===== src/rtl/kscl_pkg.sv =====
package kscl_pkg;

  localparam int unsigned CMD_W   = 2;
  localparam int unsigned KEY_W   = 4;
  localparam int unsigned COUNT_W = 7;
  localparam int unsigned HOUR_W  = 5;
  localparam int unsigned MS_W    = 6;
  localparam int unsigned TICK_W  = 8;

  typedef enum logic [CMD_W-1:0] {
    CMD_KEY   = 2'd0,
    CMD_PULSE = 2'd1,
    CMD_TICK  = 2'd2,
    CMD_NONE  = 2'd3
  } kscl_cmd_t;

  typedef enum logic [1:0] {
    EDIT_NONE = 2'd0,
    EDIT_SEC  = 2'd1,
    EDIT_MIN  = 2'd2,
    EDIT_HOUR = 2'd3
  } kscl_edit_t;

  localparam logic [KEY_W-1:0] KEY_LAST_DIGIT = 4'd9;
  localparam logic [KEY_W-1:0] KEY_MODE       = 4'hC;
  localparam logic [KEY_W-1:0] KEY_DIR        = 4'hD;
  localparam logic [KEY_W-1:0] KEY_EDIT       = 4'hE;

  localparam logic [COUNT_W-1:0] MAX_LIMIT = 7'd99;
  localparam logic [HOUR_W-1:0]  MAX_HOUR  = 5'd23;
  localparam logic [MS_W-1:0]    MAX_MS    = 6'd59;
  localparam logic [HOUR_W-1:0]  HOUR_TENS_CAP = 5'd20;
  localparam logic [MS_W-1:0]    MS_TENS_CAP   = 6'd50;
  localparam logic [TICK_W-1:0]  TPS_RESET     = 8'd10;

  typedef struct packed {
    logic [COUNT_W-1:0] counter;
    logic [COUNT_W-1:0] limit;
    logic               down;
    logic               enable;
    logic               mode;
    kscl_edit_t         edit_sel;
    logic               digit;
    logic [HOUR_W-1:0]  hour;
    logic [MS_W-1:0]    minute;
    logic [MS_W-1:0]    second;
    logic [TICK_W-1:0]  tick_count;
  } kscl_state_t;

endpackage


===== src/rtl/kscl_next.sv =====
module kscl_next import kscl_pkg::*; (
  input  kscl_state_t       cur,
  input  kscl_cmd_t         cmd,
  input  logic [KEY_W-1:0]  key,
  input  logic [TICK_W-1:0] tps,
  output kscl_state_t       nxt
);

  logic [COUNT_W-1:0] limit_tens;
  logic [COUNT_W:0]   limit_sum;
  logic [COUNT_W-1:0] limit_units;
  logic [HOUR_W-1:0]  hour_tens;
  logic [HOUR_W:0]    hour_sum;
  logic [HOUR_W-1:0]  hour_units;
  logic [MS_W-1:0]    ms_tens;
  logic [MS_W:0]      min_sum;
  logic [MS_W:0]      sec_sum;
  logic [COUNT_W:0]   count_inc;
  logic [TICK_W:0]    tick_inc;

  always_comb begin
    limit_tens  = 7'(key) * 7'd10;
    limit_sum   = 8'(cur.limit) + 8'(key);
    limit_units = (limit_sum > 8'(MAX_LIMIT)) ? MAX_LIMIT : limit_sum[COUNT_W-1:0];

    hour_tens = (key > 4'd2) ? HOUR_TENS_CAP : 5'(key) * 5'd10;
    hour_sum  = 6'(cur.hour) + 6'(key);
    if (cur.hour == HOUR_TENS_CAP && key > 4'd3) begin
      hour_units = MAX_HOUR;
    end else if (hour_sum > 6'(MAX_HOUR)) begin
      hour_units = MAX_HOUR;
    end else begin
      hour_units = hour_sum[HOUR_W-1:0];
    end

    ms_tens = (key > 4'd5) ? MS_TENS_CAP : 6'(key) * 6'd10;
    min_sum = 7'(cur.minute) + 7'(key);
    sec_sum = 7'(cur.second) + 7'(key);

    count_inc = 8'(cur.counter) + 8'd1;
    tick_inc  = 9'(cur.tick_count) + 9'd1;
  end

  always_comb begin
    nxt = cur;
    case (cmd)
      CMD_KEY: begin
        if (key <= KEY_LAST_DIGIT) begin
          nxt.digit = ~cur.digit;
          if (!cur.digit) begin
            if (!cur.mode) begin
              nxt.limit  = limit_tens;
              nxt.enable = 1'b0;
            end else begin
              case (cur.edit_sel)
                EDIT_HOUR: nxt.hour   = hour_tens;
                EDIT_MIN:  nxt.minute = ms_tens;
                EDIT_SEC:  nxt.second = ms_tens;
                default:   ;
              endcase
            end
          end else begin
            if (!cur.mode) begin
              nxt.limit   = limit_units;
              nxt.counter = cur.down ? limit_units : '0;
              nxt.enable  = 1'b1;
            end else begin
              case (cur.edit_sel)
                EDIT_HOUR: nxt.hour = hour_units;
                EDIT_MIN: begin
                  nxt.minute = (min_sum > 7'(MAX_MS)) ? MAX_MS : min_sum[MS_W-1:0];
                end
                EDIT_SEC: begin
                  nxt.second = (sec_sum > 7'(MAX_MS)) ? MAX_MS : sec_sum[MS_W-1:0];
                end
                default: ;
              endcase
            end
          end
        end else if (key == KEY_DIR) begin
          if (!cur.mode) nxt.down = ~cur.down;
        end else if (key == KEY_MODE) begin
          nxt.mode = ~cur.mode;
        end else if (key == KEY_EDIT) begin
          // The selector steps downwards: none, hours, minutes, seconds.
          if (cur.mode) nxt.edit_sel = kscl_edit_t'(cur.edit_sel - 2'd1);
        end
      end
      CMD_PULSE: begin
        if (cur.enable) begin
          if (!cur.down) begin
            nxt.counter = (count_inc > 8'(cur.limit)) ? 7'd1 : count_inc[COUNT_W-1:0];
          end else if (cur.counter == '0) begin
            nxt.counter = (cur.limit == '0) ? '0 : cur.limit - 7'd1;
          end else begin
            nxt.counter = cur.counter - 7'd1;
          end
        end
      end
      CMD_TICK: begin
        // The clock is frozen while any field is being edited.
        if (cur.edit_sel == EDIT_NONE) begin
          if (tick_inc >= 9'(tps)) begin
            nxt.tick_count = '0;
            if (cur.second >= MAX_MS) begin
              nxt.second = '0;
              if (cur.minute >= MAX_MS) begin
                nxt.minute = '0;
                nxt.hour   = (cur.hour >= MAX_HOUR) ? '0 : cur.hour + 5'd1;
              end else begin
                nxt.minute = cur.minute + 6'd1;
              end
            end else begin
              nxt.second = cur.second + 6'd1;
            end
          end else begin
            nxt.tick_count = tick_inc[TICK_W-1:0];
          end
        end
      end
      default: ;
    endcase
  end

endmodule


===== config.mk =====
export PLATFORM = sky130hd
export DESIGN_NAME = kscl_next
export DESIGN_NICKNAME = d
export VERILOG_FILES = /design/src/rtl/kscl_pkg.sv /design/src/rtl/kscl_next.sv
export SDC_FILE = /design/constraint.sdc
export NUM_CORES = 1
export LEC_CHECK = 0
export ABC_CLOCK_PERIOD_IN_PS = 5500
export BUFFER_PORTS_ARGS = -buffer_cell sky130_fd_sc_hd__buf_2
export CELL_PAD_IN_SITES_DETAIL_PLACEMENT = 0
export CELL_PAD_IN_SITES_GLOBAL_PLACEMENT = 2
export CORE_MARGIN = 1
export CORE_UTILIZATION = 30
export DETAILED_ROUTE_END_ITERATION = 16
export GPL_ROUTABILITY_DRIVEN = 0
export PLACE_DENSITY_LB_ADDON = 0.1
export RECOVER_POWER = 25
export SLEW_MARGIN = 20
export SYNTH_ARGS = -nofsm -noshare
export SYNTH_HDL_FRONTEND = slang
export SYNTH_SLANG_ARGS = --single-unit
export TNS_END_PERCENT = 50

===== constraint.sdc =====
create_clock -name vclk -period 5.5
set_input_delay 1.1 -clock vclk [all_inputs]
set_output_delay 1.1 -clock vclk [all_outputs]
set_load 0.02 [all_outputs]

=== Word level (Yosys, flattened, before mapping) ===
Index checks and enable logic that the tools add are counted.

* $add $sub $neg: 12
* Muxes and demuxes: 53
* Magnitude comparators: 13
* Reductions and logical operators: 5
* Multiply operators: 3
* Equality and inequality tests: 9
* Bitwise gates (word level): 3

{| class="wikitable"
|+ Operators by type and width
! operator !! count
|-
| $mux W7 || 10
|-
| $mux W17 || 4
|-
| $mux W6 || 9
|-
| $mux W5 || 7
|-
| $pmux W17 S2 || 1
|-
| $mux W14 || 2
|-
| $mux W25 || 1
|-
| $mux W18 || 1
|-
| $mux W8 || 2
|-
| $add A6 B4 Y7 || 2
|-
| $gt A7 B6 Y1 const B || 2
|-
| $logic_not A7 Y1 || 2
|-
| $pmux W7 S2 || 1
|-
| $sub A7 B1 Y7 const B || 2
|-
| $mux W13 || 1
|-
| $add A6 B1 Y6 const B || 2
|-
| $eq A4 B4 Y1 const B || 3
|-
| $ge A6 B6 Y1 const B || 2
|-
| $mux W11 || 1
|-
| $add A8 B1 Y9 const B || 1
|-
| $ge A9 B8 Y1 || 1
|-
| $add A7 B1 Y8 const B || 1
|-
| $add A7 B4 Y8 || 1
|-
| $gt A4 B2 Y1 const B || 2
|-
| other kinds (21) || 37
|}

* Word-level logic and storage cells: 98
* Output and inout bits: 45
* Register bits after elaboration: 0
* Input port bits: 59

=== Depth between registers and ports, before layout ===
Gate-level depths: netlist of run 1.

* Depth after elaboration: 9
* Gate-level depth with buffers: 14
* Gate-level depth less buffers: 13

=== Least setup slack after synthesis of run 1 ===
No wires, ideal clock.

* Kind: input to output
* Start point: input port cur[0] (netlist bit)
* End point: output port nxt[18] (netlist bit)
* Cell stages on the path: 13
* Required time: 4,400 ps
* Path slack: 595 ps
* Path buffers: 1
* Arrival: 3,805 ps
* Path through: ha_1 > nand3_1 > inv_1 > nand3_1 > xnor2_1 > ha_1 > a21o_1 > a211o_1 > o21ai_1 > clkbuf_1 > nor3_1 > xnor2_1 > o21ai_0

{| class="wikitable"
|+ RTL lines
! item !! RTL line !! text
|-
| start, declared || kscl_next.sv:2 || <nowiki>input kscl_state_t cur,</nowiki>
|-
| end, declared || kscl_next.sv:6 || <nowiki>output kscl_state_t nxt</nowiki>
|}

==> key figures, run 1 <==
Clock tree
  • Post-CTS setup buffer count: 0
  • CTS Hold Bufs: 0
  • Post_cts resized: 0

Synth
  • Seq/Total Area, Yosys: 0
  • Avg Cell Area, Syn: ~6.4 um^2
  • Syn Inst Count: 624
  • Post-synth cell types: 70
  • Area share of the largest cell type after synthesis: 0.1440
  • Mapped Nets: 734
  • Synth area leader: ha_1
  • Ys Warns: 0
  • Largest cells by area after synthesis: ha_1 (14%), o21ai_0 (6.6%), xnor2_1 (5.7%)
  • Syn Std Cell Area: about 4000 um^2

Floorplan
  • Area of the die: 13790 um^2
  • Starting density of the core: 0.3117
  • Core Region: between 10000 and 15000 um^2
  • Die X: between 100 and 150 um
  • I/O Pins: ~100
  • Die H: between 100 and 150 um
  • FP Rows: 41

Setup path
  • CP Data Arrival Time: 4.04 ns
  • Most used cell, CP: nand3_1
  • CP Max Fanout: 16
  • WP data required: 4.40 ns
  • CP cell instances: buf_2 > ha_1 > nand3_1 > inv_1 > nand3_1 > xnor2_1 > ha_1 > nand3_1 > nor3_1 > o21ai_1 > buf_4 > o21ai_0 > nand3_1 > a211o_1 > buf_2
  • Setup crit start kind: input pin
  • Worst path slowest cell: o21ai_0
  • CP endpoint kind: primary output
  • Crit Path Category: in2out
  • Crit-path max cell delay: 0.43 ns

Timing
  • Fmax: ~0.19 GHz
  • Worst-margin pin slew: between 1 and 1.5 ns
  • Final setup violation count: 0
  • Final min period: between 5 and 6 ns
  • Sum Neg Setup Slack: 0 ns
  • Slew Limit Fails: 0
  • Slew headroom: 0.2764
  • Tcrit/Tclk final: 0.9350
  • RSZ-0062 raised after global routing: no
  • Final Hold Vio Count: 0

GRT
  • GRT overflow: 0
  • First-pass GRT wire length: ~26000 um
  • Initial antenna violation count: 0
  • Total track usage: 0.2316
  • Vias in the first global route: about 4900
  • Largest net degree at the start of global routing: 28

Cells and area
  • Ant diodes: 0
  • Commonest cells after routing, fill and taps aside: buf_2 (96), nand2_1 (57), o21ai_0 (53), nor2_1 (50), ha_1 (46)
  • Clock buf count: 0
  • Most common library cell in the layout ignoring fill and taps: buf_2
  • Share of cells above drive strength 1: 0.1657
  • FF+latch count: 0
  • Synth-to-layout area growth: 15.65%
  • Final Core Density: 0.3605
  • Final Net Count: between 800 and 900
  • FF/Latch Area: 0 um^2

Route
  • Pre-antenna DRT Iters: 5
  • Via/cell ratio: about 6
  • Residual DRC: 0
  • Wire per inst: around 19 um
  • DR vias: between 5000 and 6000
  • WL final: 16450 um
  • Final ANT Viol Nets: 0
  • DRT iter0 DRCs: around 370

Place
  • # port buffers: 104
  • Post-DP HPWL: around 13000 um

Worst hold path
  • Hold Path Class: in2out

Flow run
  • Max-cap violations: 0

Power and ir drop
  • Pwr dens: 95.89 nW/um^2
  • P_leak: between 0.0015 and 0.002 uW
  • VDD IR max: 0.04039 mV
  • Final Power: approximately 440 uW

Run status
  • Status: completed
==> worst max-delay path, delay by kind of cell <==
kind,cells,cell delay [ns]
XOR/XNOR,1,0.16
adder cells (fa/ha/maj),2,0.53
buffers and inverters,4,0.58
AND/OR/NAND/NOR,5,0.80
AO/OA/AOI/OAI,3,0.85
==> power by group <==
part | total [uW] | internal [uW] | switching, uW
combinational | 443 | 161 | 282
clock | 0 | 0 | 0
sequential | 0 | 0 | 0
==> layout make-up <==
cell class / instances / area, um^2
Fill cell: 1458 / 8202
Multi-Input combinational cell: 553 / 3702
Timing Repair Buffer: 113 / 578.1
Tap cell: 172 / 215.2
Inverter: 34 / 127.6
==> stage by stage <==
stage	setup WS, ns	hold WS, ns	std cells	instance area (um^2)
3_5_place_dp	0.3640	2.564	872	4648
5_1_grt	0.07412	2.595	872	4623
3_3_place_gp	0.4002	2.554	872	4648
6_report	0.3576	2.560	872	4623
2_1_floorplan	0.5955	2.346	624	3998
4_1_cts	0.3455	2.565	872	4648
==> layer usage <==
layer	GRT usage	part of all wire	up-vias	routed length [um]
li1	-	-	2493	-
met1	0.3170	0.47	2387	7677
met2	0.4061	0.47	221	7750
met3	0.01021	0.049	20	798
met4	0.03328	0.013	0	221
met5	0	0	-	0
==> cells in the mapped netlist, types with 5 or more instances <==
cell type	number
nor2_1	50
nor3b_1	5
and3_1	8
o22ai_1	11
a21o_1	18
o21ai_0	53
xor2_1	10
nor4_1	8
nand2b_1	9
a21oi_1	43
ha_1	46
nand2_1	57
clkbuf_1	30
nand3_1	38
nor2b_1	14
o31ai_1	6
fa_1	5
or3_1	9
nand4_1	9
a211o_1	5
o211ai_1	11
a211oi_1	7
nor3_1	25
xnor2_1	26
a31oi_1	9
inv_1	32
or2_2	5
==> final timing paths <==
check	from	depth (start not counted)	slack [ns]	endpoint
setup / recovery	cur[0]	15	0.36	nxt[17]
hold / removal	cur[7]	4	2.56	nxt[7]
==> logic make-up (layout without fill, tap and decap cells) <==
group | count (synthesis) | in the layout | synth area share
buffers and inverters | 71 | 147 | 0.07011
AND/OR/NAND/NOR | 248 | 248 | 0.3105
XOR/XNOR | 36 | 36 | 0.07887
adder cells (fa/ha/maj) | 51 | 51 | 0.1690
AO/OA/AOI/OAI | 215 | 215 | 0.3640
multiplexers | 3 | 3 | 0.007512
Power figures use the tool's default switching activity.
==> run 2, diff against run 1 <==
- ABC_AREA: default -> 1
- CORE_UTILIZATION: 30 -> 28
==> run 2 against run 1 <==
Effect of this change: final cell count increased by 34%; fmax grew 3.1%; hold slack gained 0.043 ns; routed wire length rose by 9.1%; clock-buffer cell count unchanged; synthesized cell count is 39% higher; combinational power rose by 11%; sequential cell count unchanged; non-clock buffer count is 6 lower; die area increased by 21%; critical endpoint is now nxt[12]; largest power group unchanged.
==> key figures, run 2 <==
Worst hold path
  • Hold Crit Depth: 4 (unchanged)
  • Hold Path Class: in2out (unchanged)
  • Hold EP: nxt[4] (was nxt[7])
  • Hold Crit Start: cur[4] (was cur[7])

Setup path
  • Crit path max-delay family: simple AND/OR/NAND/NOR gates (was compound AO/OA/AOI/OAI gates)
  • Crit-path max cell delay: 0.32 ns (was 0.43 ns)
  • Crit Path Category: in2out (unchanged)
  • WP buf/inv: 6 (was 4)
  • WP data required: 4.40 ns (about the same)
  • CP Data Arrival Time: 3.89 ns (was 4.04 ns)
  • Worst Setup SP: cur[2] (was cur[0])
  • CP cell instances: buf_2 > inv_1 > nor3_1 > inv_1 > nor2_1 > nand3_1 > xor2_1 > inv_1 > ha_1 > nand2_1 > nor4_1 > nand2_1 > nand3_4 > nand3_2 > nand2_1 > inv_2 > nand3_1 > nand3_1 > buf_2 (was buf_2 > ha_1 > nand3_1 > inv_1 > nand3_1 > xnor2_1 > ha_1 > nand3_1 > nor3_1 > o21ai_1 > buf_4 > o21ai_0 > nand3_1 > a211o_1 > buf_2)
  • CP Max Fanout: 17 (was 16)
  • Setup crit start kind: input pin (unchanged)
  • CP endpoint kind: primary output (unchanged)
  • Worst path slowest cell: ha_1 (was o21ai_0)

Cells and area
  • Synth-to-layout area growth: 15.11% (was 15.65%)
  • FF+latch count: 0 (unchanged)
  • Most common library cell in the layout ignoring fill and taps: nand2_1 (was buf_2)
  • Final Net Count: 1066 (was 812)
  • Clock buf count: 0 (unchanged)
  • Ant diodes: 0 (unchanged)
  • Finished Cell Area: 5233 um^2 (was 4623 um^2)
  • Fillers: 1895 (was 1458)
  • Share of cells above drive strength 1: 0.1384 (was 0.1657)
  • Commonest cells after routing, fill and taps aside: nand2_1 (257), inv_1 (128), buf_2 (96), nor2_1 (87), nand3_1 (75) (was buf_2 (96), nand2_1 (57), o21ai_0 (53), nor2_1 (50), ha_1 (46))
  • FF/Latch Area: 0 um^2 (unchanged)

Synth
  • Most numerous cell in the Yosys netlist: nand2_1 (unchanged)
  • Avg Cell Area, Syn: 5.237 um^2 (was 6.406 um^2)
  • Largest cells by area after synthesis: nand2_1 (21%), ha_1 (13%), inv_1 (11%) (was ha_1 (14%), o21ai_0 (6.6%), xnor2_1 (5.7%))
  • Largest family of logic cells by synthesized area: simple AND/OR/NAND/NOR gates (was compound AO/OA/AOI/OAI gates)
  • Commonest cells in the netlist: nand2_1 (255), inv_1 (128), nor2_1 (87) (was nand2_1 (57), o21ai_0 (53), nor2_1 (50))
  • Adder-cell share of the synthesized area: 0.1486 (was 0.1690)
  • Syn Inst Count: 868 (was 624)
  • Mapped Nets: 978 (was 734)
  • Area share of the largest cell type after synthesis: 0.2106 (was 0.1440)
  • Xor/xnor share of the synthesized area: 0.05588 (was 0.07887)
  • Post-synth cell types: 46 (was 70)
  • Simple-Gate Fraction of Synth Area: 0.4767 (was 0.3105)
  • Seq/Total Area, Yosys: 0 (unchanged)
  • Ys Warns: 0 (unchanged)
  • Post-synthesis mux area share: 0 (was 0.007512)
  • Synth area leader: nand2_1 (was ha_1)
  • Syn Std Cell Area: 4546 um^2 (was 3998 um^2)
  • Compound-Gate Fraction of Synth Area: 0.1770 (was 0.3640)

GRT
  • Total track usage: 0.2129 (was 0.2316)
  • First-pass GRT wire length: 28300 um (was 26380 um)
  • Vias in the first global route: 5432 (was 4915)
  • GRT overflow: 0 (unchanged)
  • Initial antenna violation count: 0 (unchanged)
  • Largest net degree at the start of global routing: 18 (was 28)

Floorplan
  • Starting density of the core: 0.2862 (was 0.3117)
  • Area of the die: 16750 um^2 (was 13790 um^2)
  • Core Region: 15890 um^2 (was 12820 um^2)
  • Die X: 129.4 um (was 117.4 um)
  • FP Rows: 46 (was 41)
  • I/O Pins: 104 (unchanged)
  • Die H: 129.4 um (was 117.4 um)

Clock tree
  • Post-CTS setup buffer count: 0 (unchanged)
  • Post_cts resized: 0 (unchanged)
  • CTS Hold Bufs: 0 (unchanged)

Timing
  • Final setup violation count: 0 (unchanged)
  • Tcrit/Tclk final: 0.9065 (was 0.9350)
  • Worst-margin pin slew: 0.7919 ns (was 1.085 ns)
  • RSZ-0062 raised after global routing: no (unchanged)
  • Fmax: 0.2006 GHz (was 0.1945 GHz)
  • Slew headroom: 0.4720 (was 0.2764)
  • Final min period: 4.986 ns (was 5.142 ns)
  • Slew Limit Fails: 0 (unchanged)
  • Final Hold Vio Count: 0 (unchanged)
  • Sum Neg Setup Slack: 0 ns (unchanged)

Route
  • Pre-antenna DRT Iters: 5 (unchanged)
  • DRT iter0 DRCs: 298 (was 366)
  • DR vias: 5729 (was 5121)
  • WL final: 17940 um (was 16450 um)
  • Residual DRC: 0 (unchanged)
  • Final ANT Viol Nets: 0 (unchanged)
  • Via/cell ratio: 4.897 (was 5.873)
  • Wire per inst: 15.33 um (was 18.86 um)

Power and ir drop
  • VDD IR max: 0.03118 mV (was 0.04039 mV)
  • Pwr dens: 93.77 nW/um^2 (was 95.89 nW/um^2)
  • P_leak: 0.002841 uW (was 0.001995 uW)

Place
  • # port buffers: 104 (unchanged)
  • Cell Area, Placed: 5253 um^2 (was 4648 um^2)
  • Post-DP HPWL: 14830 um (was 13080 um)

Flow run
  • Max-cap violations: 0 (unchanged)

Run status
  • Status: completed (unchanged)
[run 2: cell types whose count changed in the layout (fill, tap and decap cells not counted), sizes merged, moves of 8 or more]
cell    previous run  this run
or3                9         0
nor2b             14         0
nand4              9        26
xnor2             26         3
nand2             57       264
nor2              50        95
xor2              10        26
inv               32       135
nand3             38        79
nand2b             9         0
a31oi              9         1
a21o              18         3
nor3              25        11
[run 2: routing by layer]
metal | GRT usage | vias up | share of wire
met1 | 0.2799 | 2583 | 0.47
met5 | 0 | - | 0
li1 | - | 3015 | -
met4 | 0.03215 | 0 | 0.014
met3 | 0.003303 | 16 | 0.029
met2 | 0.3947 | 115 | 0.49
[run 2: worst max path at each step]
stage                         end  slack (ns)  cells past startpoint
after floorplan            nxt[7]        1.15                     15
after global placement    nxt[22]        0.57                     19
after detailed placement  nxt[12]        0.52                     19
after CTS                 nxt[12]        0.50                     19
after global routing       nxt[9]        0.19                     19
final                     nxt[12]        0.51                     19
[run 2: per-stage QoR]
stage / power (uW) / hold slack, ns / instances / setup slack (ns) / util
global route: 557.1 / 2.627 / 1170 / 0.1932 / 0.3294
global placement: 500.5 / 2.596 / 1170 / 0.5742 / 0.3307
finish: 490.7 / 2.603 / 1170 / 0.5141 / 0.3294
detailed placement: 494.4 / 2.600 / 1170 / 0.5171 / 0.3307
floorplan: 334.7 / 2.375 / 868 / 1.149 / -
CTS: 496.5 / 2.603 / 1170 / 0.5016 / 0.3307
[run 2: cells by family (layout without fill, tap and decap cells)]
family                     after synthesis  after routing
and+or+nand+nor                        488            488
buffers and inverters                  160            246
AOI/OAI and AO/OA                      140            140
adders and majority gates               51             51
xor gates and xnor gates                29             29
[run 2: final cells by class]
type | instances | area (um^2) | share of cell area
Multi-Input combinational cell | 708 | 3891 | 0.7437
Inverter | 139 | 538.0 | 0.1028
Timing Repair Buffer | 107 | 533.0 | 0.1019
Tap cell | 216 | 270.3 | 0.05165
[run 2: where the power goes]
part           total (uW)  internal, uW  switching (uW)
combinational         491           161             329
clock                   0             0               0
sequential              0             0               0
total                 491           161             329
